File: src/sv/i2r_pkg.sv
`timescale 1ns / 1ps

package i2r_pkg;

    localparam int VAL_W     = 12;
    localparam int SYM_W     = 7;
    localparam int TOK_W     = 4;
    localparam int TOK_COUNT = 13;

    localparam logic [VAL_W-1:0] VALUE_MAX = 12'd3999;
    localparam logic [SYM_W-1:0] SYM_NONE  = 7'd0;

    typedef enum logic [3:0] {
        S_IDLE   = 4'b0001,
        S_ERR    = 4'b0010,
        S_STEP   = 4'b0100,
        S_SECOND = 4'b1000
    } state_t;

    typedef struct packed {
        logic load;
        logic emit_first;
        logic emit_second;
        logic emit_err;
        logic advance;
    } cmd_t;

    typedef struct packed {
        logic in_bad;
        logic ge;
        logic two;
        logic fin_first;
        logic fin_second;
        logic out_free;
    } stat_t;

    function automatic logic [VAL_W-1:0] tok_weight(input logic [TOK_W-1:0] idx);
        logic [VAL_W-1:0] w;
        unique case (idx)
            4'd0:    w = 12'd1000;
            4'd1:    w = 12'd900;
            4'd2:    w = 12'd500;
            4'd3:    w = 12'd400;
            4'd4:    w = 12'd100;
            4'd5:    w = 12'd90;
            4'd6:    w = 12'd50;
            4'd7:    w = 12'd40;
            4'd8:    w = 12'd10;
            4'd9:    w = 12'd9;
            4'd10:   w = 12'd5;
            4'd11:   w = 12'd4;
            4'd12:   w = 12'd1;
            default: w = 12'd1;
        endcase
        return w;
    endfunction

    function automatic logic [SYM_W-1:0] tok_first(input logic [TOK_W-1:0] idx);
        logic [SYM_W-1:0] c;
        unique case (idx)
            4'd0:    c = 7'h4D;
            4'd1:    c = 7'h43;
            4'd2:    c = 7'h44;
            4'd3:    c = 7'h43;
            4'd4:    c = 7'h43;
            4'd5:    c = 7'h58;
            4'd6:    c = 7'h4C;
            4'd7:    c = 7'h58;
            4'd8:    c = 7'h58;
            4'd9:    c = 7'h49;
            4'd10:   c = 7'h56;
            4'd11:   c = 7'h49;
            4'd12:   c = 7'h49;
            default: c = 7'h49;
        endcase
        return c;
    endfunction

    function automatic logic [SYM_W-1:0] tok_second(input logic [TOK_W-1:0] idx);
        logic [SYM_W-1:0] c;
        unique case (idx)
            4'd1:    c = 7'h4D;
            4'd3:    c = 7'h44;
            4'd5:    c = 7'h43;
            4'd7:    c = 7'h4C;
            4'd9:    c = 7'h58;
            4'd11:   c = 7'h56;
            default: c = SYM_NONE;
        endcase
        return c;
    endfunction

endpackage

File: src/sv/i2r_ctrl.sv
`timescale 1ns / 1ps

module i2r_ctrl (
    input  logic           clk,
    input  logic           rst_n,
    input  logic           s_tvalid,
    output logic           s_tready,
    input  i2r_pkg::stat_t stat,
    output i2r_pkg::cmd_t  cmd
);
    import i2r_pkg::*;

    state_t state_reg;
    state_t state_next;

    always_ff @(posedge clk or negedge rst_n)
    begin
        if (!rst_n)
        begin
            state_reg <= S_IDLE;
        end
        else
        begin
            state_reg <= state_next;
        end
    end

    always_comb
    begin
        state_next = state_reg;
        cmd        = '0;
        s_tready   = 1'b0;
        unique case (state_reg)
            S_IDLE:
            begin
                s_tready = 1'b1;
                if (s_tvalid)
                begin
                    cmd.load   = 1'b1;
                    state_next = stat.in_bad ? S_ERR : S_STEP;
                end
            end
            S_ERR:
            begin
                if (stat.out_free)
                begin
                    cmd.emit_err = 1'b1;
                    state_next   = S_IDLE;
                end
            end
            S_STEP:
            begin
                if (!stat.ge)
                begin
                    cmd.advance = 1'b1;
                end
                else if (stat.out_free)
                begin
                    cmd.emit_first = 1'b1;
                    if (stat.two)
                    begin
                        state_next = S_SECOND;
                    end
                    else if (stat.fin_first)
                    begin
                        state_next = S_IDLE;
                    end
                end
            end
            S_SECOND:
            begin
                if (stat.out_free)
                begin
                    cmd.emit_second = 1'b1;
                    state_next      = stat.fin_second ? S_IDLE : S_STEP;
                end
            end
            default:
            begin
                state_next = S_IDLE;
            end
        endcase
    end

endmodule

File: src/sv/i2r_datapath.sv
`timescale 1ns / 1ps

module i2r_datapath (
    input  logic                      clk,
    input  logic                      rst_n,
    input  logic [i2r_pkg::VAL_W-1:0] value,
    input  i2r_pkg::cmd_t             cmd,
    output i2r_pkg::stat_t            stat,
    output logic                      m_tvalid,
    input  logic                      m_tready,
    output logic [i2r_pkg::SYM_W-1:0] symbol,
    output logic                      last,
    output logic                      error
);
    import i2r_pkg::*;

    logic [VAL_W-1:0] rest_reg;
    logic [VAL_W-1:0] rest_next;
    logic [TOK_W-1:0] tok_reg;
    logic [TOK_W-1:0] tok_next;
    logic             valid_reg;
    logic             valid_next;
    logic [SYM_W-1:0] sym_reg;
    logic [SYM_W-1:0] sym_next;
    logic             last_reg;
    logic             last_next;
    logic             err_reg;
    logic             err_next;

    logic [VAL_W-1:0] weight;
    logic [SYM_W-1:0] second;

    assign weight = tok_weight(tok_reg);
    assign second = tok_second(tok_reg);

    assign stat.in_bad     = (value == '0) || (value > VALUE_MAX);
    assign stat.ge         = (rest_reg >= weight);
    assign stat.two        = (second != SYM_NONE);
    assign stat.fin_first  = (second == SYM_NONE) && (rest_reg == weight);
    assign stat.fin_second = (rest_reg == '0);
    assign stat.out_free   = !valid_reg || m_tready;

    always_comb
    begin
        rest_next  = rest_reg;
        tok_next   = tok_reg;
        valid_next = valid_reg && !m_tready;
        sym_next   = sym_reg;
        last_next  = last_reg;
        err_next   = err_reg;
        if (cmd.load)
        begin
            rest_next = value;
            tok_next  = '0;
        end
        if (cmd.advance)
        begin
            tok_next = tok_reg + 4'd1;
        end
        if (cmd.emit_first)
        begin
            rest_next  = rest_reg - weight;
            valid_next = 1'b1;
            sym_next   = tok_first(tok_reg);
            last_next  = stat.fin_first;
            err_next   = 1'b0;
        end
        if (cmd.emit_second)
        begin
            valid_next = 1'b1;
            sym_next   = second;
            last_next  = stat.fin_second;
            err_next   = 1'b0;
        end
        if (cmd.emit_err)
        begin
            valid_next = 1'b1;
            sym_next   = SYM_NONE;
            last_next  = 1'b1;
            err_next   = 1'b1;
        end
    end

    always_ff @(posedge clk or negedge rst_n)
    begin
        if (!rst_n)
        begin
            valid_reg <= 1'b0;
        end
        else
        begin
            valid_reg <= valid_next;
        end
    end

    always_ff @(posedge clk)
    begin
        rest_reg <= rest_next;
        tok_reg  <= tok_next;
        sym_reg  <= sym_next;
        last_reg <= last_next;
        err_reg  <= err_next;
    end

    assign m_tvalid = valid_reg;
    assign symbol   = sym_reg;
    assign last     = last_reg;
    assign error    = err_reg;

endmodule

File: src/sv/integer_to_roman_numeral.sv
`timescale 1ns / 1ps

// Converts one 12-bit unsigned value per input transaction into its Roman
// numeral, sent as one ASCII letter per output transaction with tlast on the
// final letter. Values outside 1 to 3999 give a single transaction with
// tuser set, tlast set and character code 0. One value is converted at a
// time: the controller walks the 13-entry token table one entry per cycle
// while the entry's weight exceeds the remainder, and emits one letter per
// cycle while the output register is free. The next value is taken while the
// final letter still waits in the output register.

module integer_to_roman_numeral (
    input  logic        clk,
    input  logic        rst_n,
    input  logic        s_tvalid,
    output logic        s_tready,
    input  logic [15:0] s_tdata,   // [11:0] value, [15:12] zero
    output logic        m_tvalid,
    input  logic        m_tready,
    output logic [7:0]  m_tdata,   // [6:0] symbol, [7] zero
    output logic        m_tlast,
    output logic        m_tuser    // [0] error
);
    import i2r_pkg::*;

    cmd_t             cmd;
    stat_t            stat;
    logic [SYM_W-1:0] symbol;

    i2r_ctrl u_ctrl (
        .clk      (clk),
        .rst_n    (rst_n),
        .s_tvalid (s_tvalid),
        .s_tready (s_tready),
        .stat     (stat),
        .cmd      (cmd)
    );

    i2r_datapath u_datapath (
        .clk      (clk),
        .rst_n    (rst_n),
        .value    (s_tdata[VAL_W-1:0]),
        .cmd      (cmd),
        .stat     (stat),
        .m_tvalid (m_tvalid),
        .m_tready (m_tready),
        .symbol   (symbol),
        .last     (m_tlast),
        .error    (m_tuser)
    );

    assign m_tdata = {1'b0, symbol};

    a_idle_between_items: assert property (@(posedge clk) disable iff (!rst_n)
        s_tready |-> (!m_tvalid || m_tlast))
        else $error("input taken while a numeral is still being sent");

    a_error_form: assert property (@(posedge clk) disable iff (!rst_n)
        (m_tvalid && m_tuser) |-> (m_tlast && (m_tdata == 8'd0)))
        else $error("error transaction not a single zero character");

    a_emit_when_free: assert property (@(posedge clk) disable iff (!rst_n)
        (cmd.emit_first || cmd.emit_second || cmd.emit_err) |-> stat.out_free)
        else $error("output register overwritten");

    a_busy_after_accept: assert property (@(posedge clk) disable iff (!rst_n)
        (s_tvalid && s_tready) |=> !s_tready)
        else $error("second value accepted before conversion");

endmodule

File: config.mk
export PLATFORM = sky130hd
export DESIGN_NAME = integer_to_roman_numeral
export DESIGN_NICKNAME = d
export VERILOG_FILES = /design/src/sv/i2r_pkg.sv /design/src/sv/i2r_ctrl.sv /design/src/sv/i2r_datapath.sv /design/src/sv/integer_to_roman_numeral.sv
export SDC_FILE = /design/constraint.sdc
export NUM_CORES = 1
export LEC_CHECK = 0
export ABC_AREA = 1
export BUFFER_PORTS_ARGS = -buffer_cell sky130_fd_sc_hd__buf_2
export CAP_MARGIN = 20
export CORE_ASPECT_RATIO = 1.2
export CORE_MARGIN = 5
export CORE_UTILIZATION = 45
export CTS_CLUSTER_SIZE = 12
export DETAILED_ROUTE_END_ITERATION = 8
export SKIP_LAST_GASP = 1
export SLEW_MARGIN = 10
export SYNTH_ARGS = -nofsm -noshare
export SYNTH_HDL_FRONTEND = slang
export SYNTH_SLANG_ARGS = --single-unit
File: constraint.sdc
create_clock -name clk -period 4 [get_ports clk]
set_input_delay 0.2 -clock clk [delete_from_list [all_inputs] [get_ports clk]]
set_output_delay 0.2 -clock clk [all_outputs]
set_load 0.03 [all_outputs]
# ---- Word level (Yosys, flattened, before mapping)
# Memories as Yosys holds them, arrays and structs flattened. A register that Yosys moved wholly into a read port is not among the register bits.
# Cells that the tools add are included.
dict set report word_totals {
  reg_bits 30
  mem_bits_ro 240
  inputBits 20
  out_inout_bits 12
  wordCells 80
  memories 2
}
# memory words word_bits read_ports rd_clocked_by_memory_dff wr line
set mem_list {}
lappend mem_list {{(no name shown)} 16 10 1 1 0 i2r_pkg.sv:39} ;# unique case (idx)
lappend mem_list {{(no name shown)} 16 5 1 1 0 i2r_pkg.sv:60} ;# unique case (idx)
dict set report op_classes {
  add_sub_neg 2
  n_lt_le_gt_ge 2
  n_eq_ne 17
  muxes 36
  n_reduce_logical 14
}
# op n
set ops {}
lappend ops {{$mux W4} 11}
lappend ops {{$pmux W7 S6} 1}
lappend ops {{$logic_not A12 Y1} 2}
lappend ops {{$mux W12} 2}
lappend ops {{$mux W1} 17}
lappend ops {{$pmux W4 S4} 1}
lappend ops {{$mux W7} 2}
lappend ops {{$eq A12 B12 Y1} 1}
lappend ops {{$eq A4 B3 Y1 const B} 3}
lappend ops {{$eq A4 B4 Y1 const B} 3}
lappend ops {{$ge A12 B12 Y1} 1}
lappend ops {{$gt A12 B12 Y1 const B} 1}
lappend ops {{$sub A12 B12 Y12} 1}
lappend ops {{$eq A4 B1 Y1 const B} 2}
lappend ops {{$eq A4 B2 Y1 const B} 2}
lappend ops {{$ne A2 B2 Y1 const B} 4}
lappend ops {{$logic_not A7 Y1} 1}
lappend ops {{$reduce_bool A7 Y1} 1}
lappend ops {{$mux W3} 2}
lappend ops {{$reduce_and A6 Y1} 1}
lappend ops {{$reduce_bool A2 Y1} 3}
lappend ops {{$add A4 B1 Y4 const B} 1}
lappend ops {{$ne A3 B3 Y1 const B} 1}
lappend ops {{$logic_and A1 B1 Y1} 2}
lappend ops {{other kinds (3)} 5}

# ---- Logic depth before layout (Yosys ltp)
# Gate-level depths: netlist of run 1.
dict set report logic_depth {
  ltp_word 9
  ltp_mapped 19
  ltp_nobuf 19
}

# ---- By module
# Synthesis of run 1 repeated with hierarchy kept, for this count alone.
dict set report hier_totals {
  cells_unflattened 402
  area_unflattened_um2 2851.5
}
# mod instances cells_per_inst area_each_um2 seq_area_each_um2
set by_module_without_submodules {}
lappend by_module_without_submodules {i2r_datapath 1 345 2466.1 945.9}
lappend by_module_without_submodules {i2r_ctrl 1 55 374.1 101.3}
lappend by_module_without_submodules {integer_to_roman_numeral 1 2 11.3 0.0}

# ---- Worst setup path before layout of run 1
# Ideal clock, no wire load.
dict set report synth_timing {
  path_type {register to register}
  from {register u_datapath.rest_reg[0]}
  to {register u_datapath.weight[2] (netlist name)}
  arrival_ps 2352
  path_slack_ps 1535
  stages_incl_launch_ff 19
  n_path_buf 0
  synth_period_minus_slack_ps 2465
  cell_sequence {edfxtp_1 > inv_1 > ha_1 > fa_1 > inv_1 > nand3_1 > nand2_2 > nand2_1 > nand2_2 > nand2_2 > nand3_4 > nand2_2 > nand2_1 > nand2_1 > ha_1 > inv_1 > nand2_1 > nand3_1 > nand2_1}
}
dict set report synth_between {
  elab_chain_len 5
  elab_cells_between_ends 6
  classes_between {order compare: 1; mux: 4; reduce/logical: 1}
}
# item line
set synth_rtl {}
lappend synth_rtl {{start: declaration} i2r_datapath.sv:17} ;# logic [VAL_W-1:0] rest_reg;
lappend synth_rtl {{start signal: assignment} i2r_datapath.sv:98} ;# rest_reg <= rest_next;
lappend synth_rtl {{$ge A12 B12 Y1 (*)} i2r_datapath.sv:37} ;# assign stat.ge = (rest_reg >= weight);
lappend synth_rtl {{$mux W1 (*)} i2r_ctrl.sv:53} ;# if (!stat.ge)
lappend synth_rtl {{$mux W1 (*)} i2r_ctrl.sv:33} ;# unique case (state_reg)
lappend synth_rtl {{$mux W4 / $reduce_bool A2 Y1 (equally long branches)} -}
lappend synth_rtl {{$mux W4 (no line) (*)} -}
# Mark *: on every way between the ends. The rest lies on a longest branch, timed or not.
# A chain may end at the register's enable or synchronous reset.

# ---- Worst setup path in the final report of run 1
dict set report layout_timing {
  from {register u_datapath.rest_reg[0]}
  to {register u_datapath.weight[2] (netlist name)}
}
dict set report layout_between {
  elab_chain_len 5
  elab_cells_between_ends 6
  classes_between {order compare: 1; mux: 4; reduce/logical: 1}
}
# item line
set layout_rtl {}
lappend layout_rtl {{$ge A12 B12 Y1 (*)} i2r_datapath.sv:37}
lappend layout_rtl {{$mux W1 (*)} i2r_ctrl.sv:53}
lappend layout_rtl {{$mux W1 (*)} i2r_ctrl.sv:33}
lappend layout_rtl {{$mux W4 / $reduce_bool A2 Y1 (equally long branches)} -}
lappend layout_rtl {{$mux W4 (no line) (*)} -}
# Marks and branches as above.

==> impl_results.md, run 1 <==
* Result of the run: completed
* Initial core utilization at 45.71%
* Endpoint arrival time on the critical path at 2.97 ns
* Warnings, synthesis at 0
* Worst hold-check path type: in2reg
* Highest fanout seen on the critical path at 8
* Most instantiated flip-flop cell in the synthesis netlist: sky130_fd_sc_hd__dfxtp_1
* Worst slew slack as a fraction of its limit at 62.57%
* Crit Path Class: reg2reg
* HPWL after detailed placement at 4767 um
* Crit. End Element: flop
* Global router's overall resource usage at 17.10%
* Synthesized area at ~2700 um^2
* Number of failing hold endpoints at the final stage at 0
* Critical-path cell list: inv_1 -> ha_1 -> fa_1 -> inv_1 -> nand3_1 -> nand2_2 -> nand2_1 -> nand2_2 -> nand2_2 -> nand3_4 -> nand2_2 -> nand2_1 -> nand2_1 -> ha_1 -> inv_1 -> nand2_1 -> nand3_1 -> nand2_1
* Core Area at 5973 um^2
* Detailed-router iteration count before antenna repair at 4
* Reg-to-Reg Start: u_datapath.rest_reg[0]
* Overall power consumption at 2.627 mW
* Number of buffers created by CTS at 5
* Number of global-route vias before repair at 2248
* Clk buf depth at 2
* Iteration-0 DRC count of the detailed router at 73
* Startpoint class of the critical path: flop
* Period Utilization, post-route at 69.86%
* Antenna-violating nets left at 0
* Synthesized area per cell at approximately 7.6 um^2
* Critical Path RT at ~4.2 ns
* H-tree levels at 2
* Total Negative Setup Slacks at 0 ns
* Source of the critical timing path: u_datapath.rest_reg[0]
* Count of final setup violators at 0
* Total I/O pin count at 32
* Register-to-Register Path Depth at 18
* Capture point of the worst path: u_datapath.weight[2]
* Clock root buffer: sky130_fd_sc_hd__clkbuf_8
* Sink count of the clock tree at 43
* Insertion delay of the later-clocked pin in the worst-skew pair at 0.29 ns
* Family with the most delay on the worst path: simple AND/OR/NAND/NOR gates
* Post-synthesis sequential area ratio at 38.36%
* Die Wd at approximately 80 um
* Buffers inserted by post-CTS timing repair at 0
* Cell area after placement at ~2900 um^2
* Cell variety after synth at 39
* Die height at 95.33 um
* Initial antenna violation count at 0
* P_leak at 1.509 nW
* Clock tree from TritonCTS: done
* Final antenna diode count at 0
* Total of flip-flops plus latches after synthesis at 43
* Setup repair after global routing missed its margin: false
* Most common cell type on the critical path: sky130_fd_sc_hd__nand2_1
* Routability Congestion at roughly 0.84
* CTS clock-pin slew for the worst setup and hold paths at roughly 0.08 ns
* Via density at 4.934
* Post-detailed-routing wire length at between 5000 and 6000 um
* Worst Max-Slew Pin Slew at between 0.5 and 0.6 ns
* Count of flip-flops with a built-in enable after synthesis at 16
* Cell depth of the worst setup path at 18
* IO buf count at 25
* Area growth, synth to finish at 12.47%
* First-pass GRT wire length at 10230 um
* Min cycle time layout at 2.795 ns
* Pin count of the biggest net entering global routing at 27
* Setup slack of the worst register-to-register path at approximately 1.2 ns
* Crit Reg-Reg Endpoint: u_datapath.weight[2]
* Die area at 7731 um^2
* Slowest library cell on the worst path: sky130_fd_sc_hd__fa_1
* Count of buffer and inverter cells on the critical path at 3
* Total via count after detailed routing at 2319
* Layout cells sized above 1 at 15.46%
* Routed WL per cell at 12.66 um
* # DRC at 0
* Max-slew violation count at 0
* Worst ir drop on vdd at 0.3140 mV
* Async SR Flop Fraction at 11.63%
* Final instance area at 3070 um^2
* Congestion Overflow GR at 0
* Areal power density over the cells at 855.7 nW/um^2
* Count of mapped cells out of synthesis at 357
* Clock skew at between 0.01 and 0.015 ns
* Maximum cell stage delay along the critical path at 0.41 ns
* Layout Nets at around 430
* Fmax at 357.8 MHz
* Row cnt at 31
* Number of max-capacitance violations reported at 0
power breakdown:
group	total [mW]	internal [mW]	switching, mW
combinational	1.48	0.516	0.964
clock	0.368	0.224	0.144
sequential	0.779	0.678	0.101
total	2.63	1.42	1.21
metrics by stage:
stage | setup WS (ns) | hold WS (ns) | util [%] | instances
after floorplan | 1.535 | -0.09559 | - | 358
after global placement | 1.246 | 0.01879 | 49.10 | 461
after detailed placement | 1.191 | 0.01933 | 49.10 | 461
after CTS | 1.163 | 0.09668 | 51.40 | 470
after global routing | 0.8555 | 0.09460 | 51.40 | 470
final | 1.205 | 0.1092 | 51.40 | 470
Yosys cell counts, types with 3 or more instances:
master / n / area share, %
sky130_fd_sc_hd__nor4_1: 3 / 0.69
sky130_fd_sc_hd__a31oi_1: 5 / 1.1
sky130_fd_sc_hd__o21ai_1: 5 / 0.92
sky130_fd_sc_hd__nand2_1: 75 / 10
sky130_fd_sc_hd__xor2_1: 7 / 2.2
sky130_fd_sc_hd__inv_2: 4 / 0.55
sky130_fd_sc_hd__a21oi_1: 18 / 3.3
sky130_fd_sc_hd__dfxtp_1: 22 / 16
sky130_fd_sc_hd__nand4_1: 4 / 0.92
sky130_fd_sc_hd__xnor2_1: 3 / 0.96
sky130_fd_sc_hd__nor2_2: 3 / 0.69
sky130_fd_sc_hd__nand2_2: 10 / 2.3
sky130_fd_sc_hd__nand3_1: 35 / 6.4
sky130_fd_sc_hd__nor2_1: 23 / 3.2
sky130_fd_sc_hd__inv_1: 52 / 7.1
sky130_fd_sc_hd__ha_1: 17 / 7.8
sky130_fd_sc_hd__dfrtp_1: 4 / 3.7
sky130_fd_sc_hd__o21ai_0: 17 / 3.1
sky130_fd_sc_hd__nor3_1: 7 / 1.3
sky130_fd_sc_hd__edfxtp_1: 16 / 18
worst min path at each step:
stage,from,end,slack [ns],depth (start not counted)
after floorplan,rst_n,u_ctrl.state_reg[1],-0.1,0
after global placement,rst_n,u_ctrl.state_reg[1],0.02,1
after detailed placement,rst_n,u_ctrl.state_reg[1],0.02,1
after CTS,s_tvalid,u_ctrl.state_reg[0],0.1,2
after global routing,s_tvalid,u_ctrl.state_reg[0],0.09,2
final,s_tvalid,u_ctrl.state_reg[0],0.11,2
kinds of logic after synthesis:
| group | Yosys count | share of synthesized area (%) |
|---|---|---|
| AO/OA/AOI/OAI | 54 | 10.91 |
| other | 1 | 0.1374 |
| adder cells (fa/ha/maj) | 18 | 8.524 |
| buffers and inverters | 62 | 9.166 |
| flip-flops | 43 | 38.36 |
| XOR/XNOR | 10 | 3.208 |
| AND/OR/NAND/NOR | 169 | 29.70 |
timing repair:
action	4_1_cts	5_1_grt
gates resized for setup	0	0
hold buffers	1	0
hold endpoints to repair	5	0
final cells by class:
| type | instances | area, um^2 |
|---|---|---|
| Clock buffer | 7 | 97.59 |
| Clock inverter | 1 | 30.03 |
| Fill cell | 623 | 2903 |
| Inverter | 57 | 214.0 |
| Multi-Input combinational cell | 253 | 1436 |
| Sequential cell | 43 | 1047 |
| Tap cell | 82 | 102.6 |
| Timing Repair Buffer | 27 | 142.6 |
cell usage in the layout (no fill, tap or decap), drive strengths merged:
cell type    count
nand3           39
a21o             2
buf             26
o31ai            1
dlygate4sd3      1
a21oi           19
nor3             7
o21ai           22
nand2           87
bufinv           1
nand4            4
xor2             7
a21boi           1
fa               1
nor4             3
o22ai            2
ha              17
dfrtp            4
dfstp            1
inv             56
conb             2
xnor2            3
clkinv           1
a211oi           1
a22oi            1
dfxtp           22
a31oi            5
nand3b           1
edfxtp          16
clkbuf           7
nor2            28
metal layers:
metal  GRT usage, %  up-vias  part of all wire [%]  routed length [um]
met5              0        -                     0                   0
met4          5.352        0                   1.5                  89
met3          3.025        9                   2.4                 143
met2          29.45       24                    48                2870
met1          21.56     1054                    48                2845
li1               -     1232                     -                   -
Note: power is estimated with default switching activity, not from simulation.
==> inputs of run 2 (changes only) <==
==> constraint.sdc (replaced) <==
create_clock -name clk -period 2.85 [get_ports clk]
set_input_delay 0.1425 -clock clk [delete_from_list [all_inputs] [get_ports clk]]
set_output_delay 0.1425 -clock clk [all_outputs]
set_load 0.03 [all_outputs]
==> impl_results.md, run 2 (synthesized netlist as in run 1, its figures left out) <==
* # DRC at 0
* Worst hold slack at 0.03439 ns
* Insertion delay of the later-clocked pin in the worst-skew pair at around 0.3 ns
* Routability Congestion at 0.8522
* Antenna-violating nets left at 0
* Worst setup margin at 0.2275 ns
* Worst ir drop on vdd at between 0.4 and 0.5 mV
* First-pass GRT wire length at about 10000 um
* Initial core utilization at 45.71%
* Highest fanout seen on the critical path at 7
* Result of the run: completed
* End of the worst hold path: u_ctrl.state_reg[0]
* Sw Share at 48.13%
* Combinational share of power at 59.2%
* Areal power density over the cells at 1179 nW/um^2
* Fmax at 381.3 MHz
* Commonest cells after routing, fill and taps aside: sky130_fd_sc_hd__nand2_1 (74), sky130_fd_sc_hd__inv_1 (52), sky130_fd_sc_hd__nand3_1 (35)
* CTS clock-pin slew for the worst setup and hold paths at 0.09 ns
* Initial antenna violation count at 0
* Number of global-route vias before repair at around 2300
* Min cycle time layout at 2.622 ns
* Period Utilization, post-route at 92.02%
* Launch point of the worst hold path: s_tvalid
* Global router's overall resource usage at 17.40%
* Layout cells sized above 1 at 16.54%
* Most frequent standard cell in the layout excluding fill and tap cells: sky130_fd_sc_hd__nand2_1
* P_leak at 1.511 nW
* Overall power consumption at roughly 3.6 mW
* Layout fillers at 625
* Detailed-router iteration count before antenna repair at 4
* H-tree levels at 2
* Total I/O pin count at 32
* Critical Path RT at around 3.0 ns
* HPWL after detailed placement at 4924 um
* Max-slew violation count at 0
* Cells on Worst Hold Path at 2
* Portion of total power attributed to sequential cells at 30.1%
* DP Worst Slack at 0.1732 ns
* Count of final setup violators at 0
* Area growth, synth to finish at 12.28%
* Cell internal power dissipation at 1.875 mW
* Post-detailed-routing wire length at 6224 um
* Crit Path Class: reg2reg
* Reg-to-Reg Start: u_datapath.rest_reg[0]
* Endpoint arrival time on the critical path at 2.81 ns
* Critical-path cell list: inv_1 -> ha_1 -> fa_1 -> inv_1 -> nand3_1 -> nand2_2 -> nand2_1 -> nand2_2 -> nand2_2 -> nand3_4 -> nand3_1 -> nand2_2 -> inv_1 -> ha_1 -> inv_1 -> nand2_1 -> nand3_1 -> nand2_1
* Number of buffers created by CTS at 5
* Setup slack of the worst register-to-register path at 0.23 ns
* Congestion Overflow GR at 0
* Share of power burned in the clock network at between 10% and 20%
* Layout Nets at 430
* Clock tree from TritonCTS: done
* Pin count of the biggest net entering global routing at 22
* Total Negative Setup Slacks at 0 ns
* Routed WL per cell at 13.10 um
* Total via count after detailed routing at 2378
* Setup repair after global routing missed its margin: false
* Maximum cell stage delay along the critical path at 0.40 ns
* Via density at 5.006
* Clock skew at 0.01275 ns
* Crit. End Element: flop
* Net switching power at 1.740 mW
* Die Wd at 81.11 um
* Worst hold-check path type: in2reg
* Clock root buffer: sky130_fd_sc_hd__clkbuf_8
* Row cnt at 31
* Sink count of the clock tree at between 40 and 50
* Startpoint class of the critical path: flop
* Number of failing hold endpoints at the final stage at 0
* Slowest library cell on the worst path: sky130_fd_sc_hd__fa_1
* Iteration-0 DRC count of the detailed router at about 110
* Register-to-Register Path Depth at 18
* Number of max-capacitance violations reported at 0
* IO buf count at 25
* Clk buf depth at 2
* Core Area at 5973 um^2
* Final antenna diode count at 0
* Die height at approximately 95 um
* Die area at 7731 um^2
==> run 2: cell count changes in the layout (fill, tap and decap cells not counted), sizes merged <==
cell,delta
buf,+5
bufinv,-1
inv,+1
==> run 2: power by group through the flow <==
| stage | clock network (mW) | logic, mW | registers, mW |
|---|---|---|---|
| after floorplan | 0 | 1.60 | 1.15 |
| after global placement | 0 | 2.10 | 1.10 |
| after detailed placement | 0 | 2.13 | 1.10 |
| after CTS | 0.396 | 2.14 | 1.09 |
| after global routing | 0.419 | 2.45 | 1.11 |
| final | 0.387 | 2.14 | 1.09 |
==> run 2: repair_timing <==
action | 4_1_cts | 5_1_grt
endpoints found under the setup margin | 0 | 6
hold buffers | 1 | 0
endpoints found under the hold margin | 5 | 0
resized for setup | 0 | 1
setup buffers | 0 | 3
==> run 2: critical path: cells and delay by family, from the launching register on <==
kind / cells / cell delay (ns)
buffers and inverters: 4 / 0.29
adder cells (fa/ha/maj): 3 / 0.81
AND/OR/NAND/NOR: 11 / 1.05
flip-flops: 1 / 0.35
==> run 2: per-layer routing <==
layer / vias to the layer above / wire [um] / global-route usage (%)
met3: 8 / 211 / 2.552
li1: 1242 / - / -
met5: - / 0 / 0
met1: 1087 / 2875 / 21.82
met2: 41 / 3034 / 29.86
met4: 0 / 103 / 6.761
==> run 2: area by class of cell <==
cell class | count | area (um^2) | share of cell area [%]
Multi-Input combinational cell | 253 | 1439 | 46.94
Clock inverter | 1 | 6.256 | 0.2041
Sequential cell | 43 | 1047 | 34.16
Clock buffer | 7 | 76.32 | 2.490
Inverter | 57 | 214.0 | 6.980
Tap cell | 82 | 102.6 | 3.347
Timing Repair Buffer | 32 | 180.2 | 5.878
==> run 2: how the worst max path moves through the flow <==
| stage | startpoint | endpoint | slack [ns] | cells after the start |
|---|---|---|---|---|
| final | u_datapath.rest_reg[0] | flop | 0.23 | 18 |
| after floorplan | u_datapath.rest_reg[0] | u_datapath.weight[2] | 0.38 | 18 |
| after detailed placement | u_datapath.rest_reg[0] | u_datapath.weight[2] | 0.17 | 18 |
| after CTS | u_datapath.rest_reg[0] | u_datapath.weight[2] | 0.15 | 18 |
| after global placement | u_datapath.rest_reg[0] | u_datapath.weight[2] | 0.21 | 18 |
| after global routing | u_datapath.rest_reg[0] | u_datapath.weight[2] | 0.02 | 18 |
==> run 2: metrics by stage <==
step | util, % | std cells | instance area [um^2]
CTS | 50.90 | 472 | 3040
global route | 51.32 | 475 | 3065
global placement | 49.35 | 463 | 2948
floorplan | - | 358 | 2734
detailed placement | 49.35 | 463 | 2948
finish | 51.32 | 475 | 3065
==> inputs of run 3 (changes only) <==
--- a/config.mk
+++ b/config.mk
@@ -13,6 +13,7 @@
 export CORE_UTILIZATION = 45
 export CTS_CLUSTER_SIZE = 12
 export DETAILED_ROUTE_END_ITERATION = 8
+export REMOVE_ABC_BUFFERS = 1
 export SKIP_LAST_GASP = 1
 export SLEW_MARGIN = 10
 export SYNTH_ARGS = -nofsm -noshare
==> impl_results.md, run 3 (synthesized netlist as in run 1, its figures left out) <==
* Crit. End Element: flop
* Global router's overall resource usage at roughly 17%
* Highest fanout seen on the critical path at 7
* Max-slew violation count at 0
* Routability Congestion at 0.8690
* Number of buffers created by CTS at 5
* Layout Nets at 430
* Layout cells sized above 1 at 17.05%
* Die Wd at 81.11 um
* Result of the run: completed
* Reg-to-Reg Start: u_datapath.rest_reg[0]
* Worst setup margin at 0.2976 ns
* Clock root buffer: sky130_fd_sc_hd__clkbuf_8
* HPWL after detailed placement at 4872 um
* Clock skew at roughly 0.014 ns
* Critical Path RT at 3.03 ns
* Total I/O pin count at 32
* CTS clock-pin slew for the worst setup and hold paths at roughly 0.08 ns
* Die area at between 7000 and 8000 um^2
* Number of max-capacitance violations reported at 0
* Insertion delay of the later-clocked pin in the worst-skew pair at 0.29 ns
* Initial antenna violation count at 0
* Total via count after detailed routing at roughly 2300
* Most frequent standard cell in the layout excluding fill and tap cells: sky130_fd_sc_hd__nand2_1
* Worst Max-Slew Pin Slew at approximately 0.50 ns
* First-pass GRT wire length at 10180 um
* Min cycle time layout at around 2.6 ns
* IO buf count at 25
* Launch point of the worst hold path: s_tvalid
* Pin count of the biggest net entering global routing at 22
* Startpoint class of the critical path: flop
* DP Worst Slack at about 0.17 ns
* Critical-path cell list: inv_1 -> ha_1 -> fa_2 -> inv_1 -> nand3_1 -> nand2_2 -> nand2_1 -> nand2_2 -> nand2_2 -> nand3_4 -> nand2_2 -> nand2_1 -> nand2_2 -> ha_1 -> inv_1 -> nand2_1 -> nand3_1 -> nand2_1
* Congestion Overflow GR at 0
* Worst hold slack at 0.06313 ns
* Worst hold-check path type: in2reg
* Sink count of the clock tree at 43
* Utilization after layout at 51.42%
* H-tree levels at 2
* Worst slew slack as a fraction of its limit at 66.57%
* End of the worst hold path: u_ctrl.state_reg[0]
* Most common cell type on the critical path: sky130_fd_sc_hd__nand2_2
* Die height at 95.33 um
* Register-to-Register Path Depth at 18
* Routed WL per cell at around 13 um
* Fmax at slightly below 400 MHz
* Area growth, synth to finish at 12.51%
* Setup slack of the worst register-to-register path at 0.30 ns
* Total Negative Setup Slacks at 0 ns
* Number of global-route vias before repair at approximately 2200
* Iteration-0 DRC count of the detailed router at just under 70
* Post-detailed-routing wire length at 6111 um
* Setup repair after global routing missed its margin: false
* Clk buf depth at 2
* Period Utilization, post-route at 89.56%
* Areal power density over the cells at around 1200 nW/um^2
* Overall power consumption at 3.602 mW
* Row cnt at 31
* P_leak at ~1.5 nW
* Crit Reg-Reg Endpoint: u_datapath.weight[2]
* Worst ir drop on vdd at roughly 0.5 mV
* Detailed-router iteration count before antenna repair at 4
* Final antenna diode count at 0
* # DRC at 0
* Clock tree from TritonCTS: done
* Antenna-violating nets left at 0
* Cells on Worst Hold Path at 2
* Crit Path Class: reg2reg
* Via density at 4.880
* Commonest cells after routing, fill and taps aside: sky130_fd_sc_hd__nand2_1 (74), sky130_fd_sc_hd__inv_1 (51), sky130_fd_sc_hd__nand3_1 (35)
* Core Area at 5973 um^2
* Endpoint arrival time on the critical path at between 2 and 3 ns
* Slowest library cell on the worst path: sky130_fd_sc_hd__fa_2
* Count of final setup violators at 0
* Maximum cell stage delay along the critical path at ~0.36 ns
* Number of failing hold endpoints at the final stage at 0
* Initial core utilization at 45.71%
[run 3: timing repair]
action,4_1_cts,5_1_grt
setup buffers,0,3
gates resized for setup,0,4
hold buffers,1,0
hold endpoints to repair,5,0
endpoints found under the setup margin,0,8
[run 3: metrics by stage]
stage	instance area, um^2	std cells
2_1_floorplan	2698	353
3_3_place_gp	2948	463
3_5_place_dp	2948	463
4_1_cts	3039	472
5_1_grt	3072	475
6_report	3072	475
[run 3: power breakdown]
| group | switching (mW) | total (mW) | internal (mW) |
|---|---|---|---|
| Clock | 0.203 | 0.376 | 0.172 |
| Sequential | 0.136 | 1.09 | 0.950 |
| Combinational | 1.39 | 2.14 | 0.755 |
| Total | 1.73 | 3.60 | 1.88 |
[run 3: cell type report]
type / count / area, um^2
clock buffer: 7 / 76.32
fill: 629 / 2902
timing repair buffer: 32 / 180.2
sequential: 43 / 1047
multi-input combinational: 253 / 1446
inverter: 57 / 214.0
tap: 82 / 102.6
clock inverter: 1 / 5.005
[run 3: routing by layer]
layer / vias up / wire length, um / global-route usage (%)
met2: 31 / 2969 / 28.15
met4: 0 / 127 / 7.465
met5: - / 0 / 0
met3: 8 / 161 / 2.741
met1: 1037 / 2852 / 21.97
li1: 1242 / - / -
[run 3: worst max path at each step]
stage                                 startpoint                      to  depth (start not counted)
after floorplan           u_datapath.rest_reg[0]  u_datapath.rest_reg[0]                         12
after global placement    u_datapath.rest_reg[0]    u_datapath.weight[2]                         18
after detailed placement  u_datapath.rest_reg[0]    u_datapath.weight[3]                         18
after CTS                 u_datapath.rest_reg[0]    u_datapath.weight[3]                         18
after global routing      u_datapath.rest_reg[0]    u_datapath.weight[2]                         18
final                     u_datapath.rest_reg[0]    u_datapath.weight[2]                         18
[run 3: worst max-delay path: cells and delay by family (launching register included)]
family                     cells  cell delay [ns]
adders and majority gates      3             0.88
and+or+nand+nor               12             1.05
buffers and inverters          3             0.17
DFF                            1             0.35
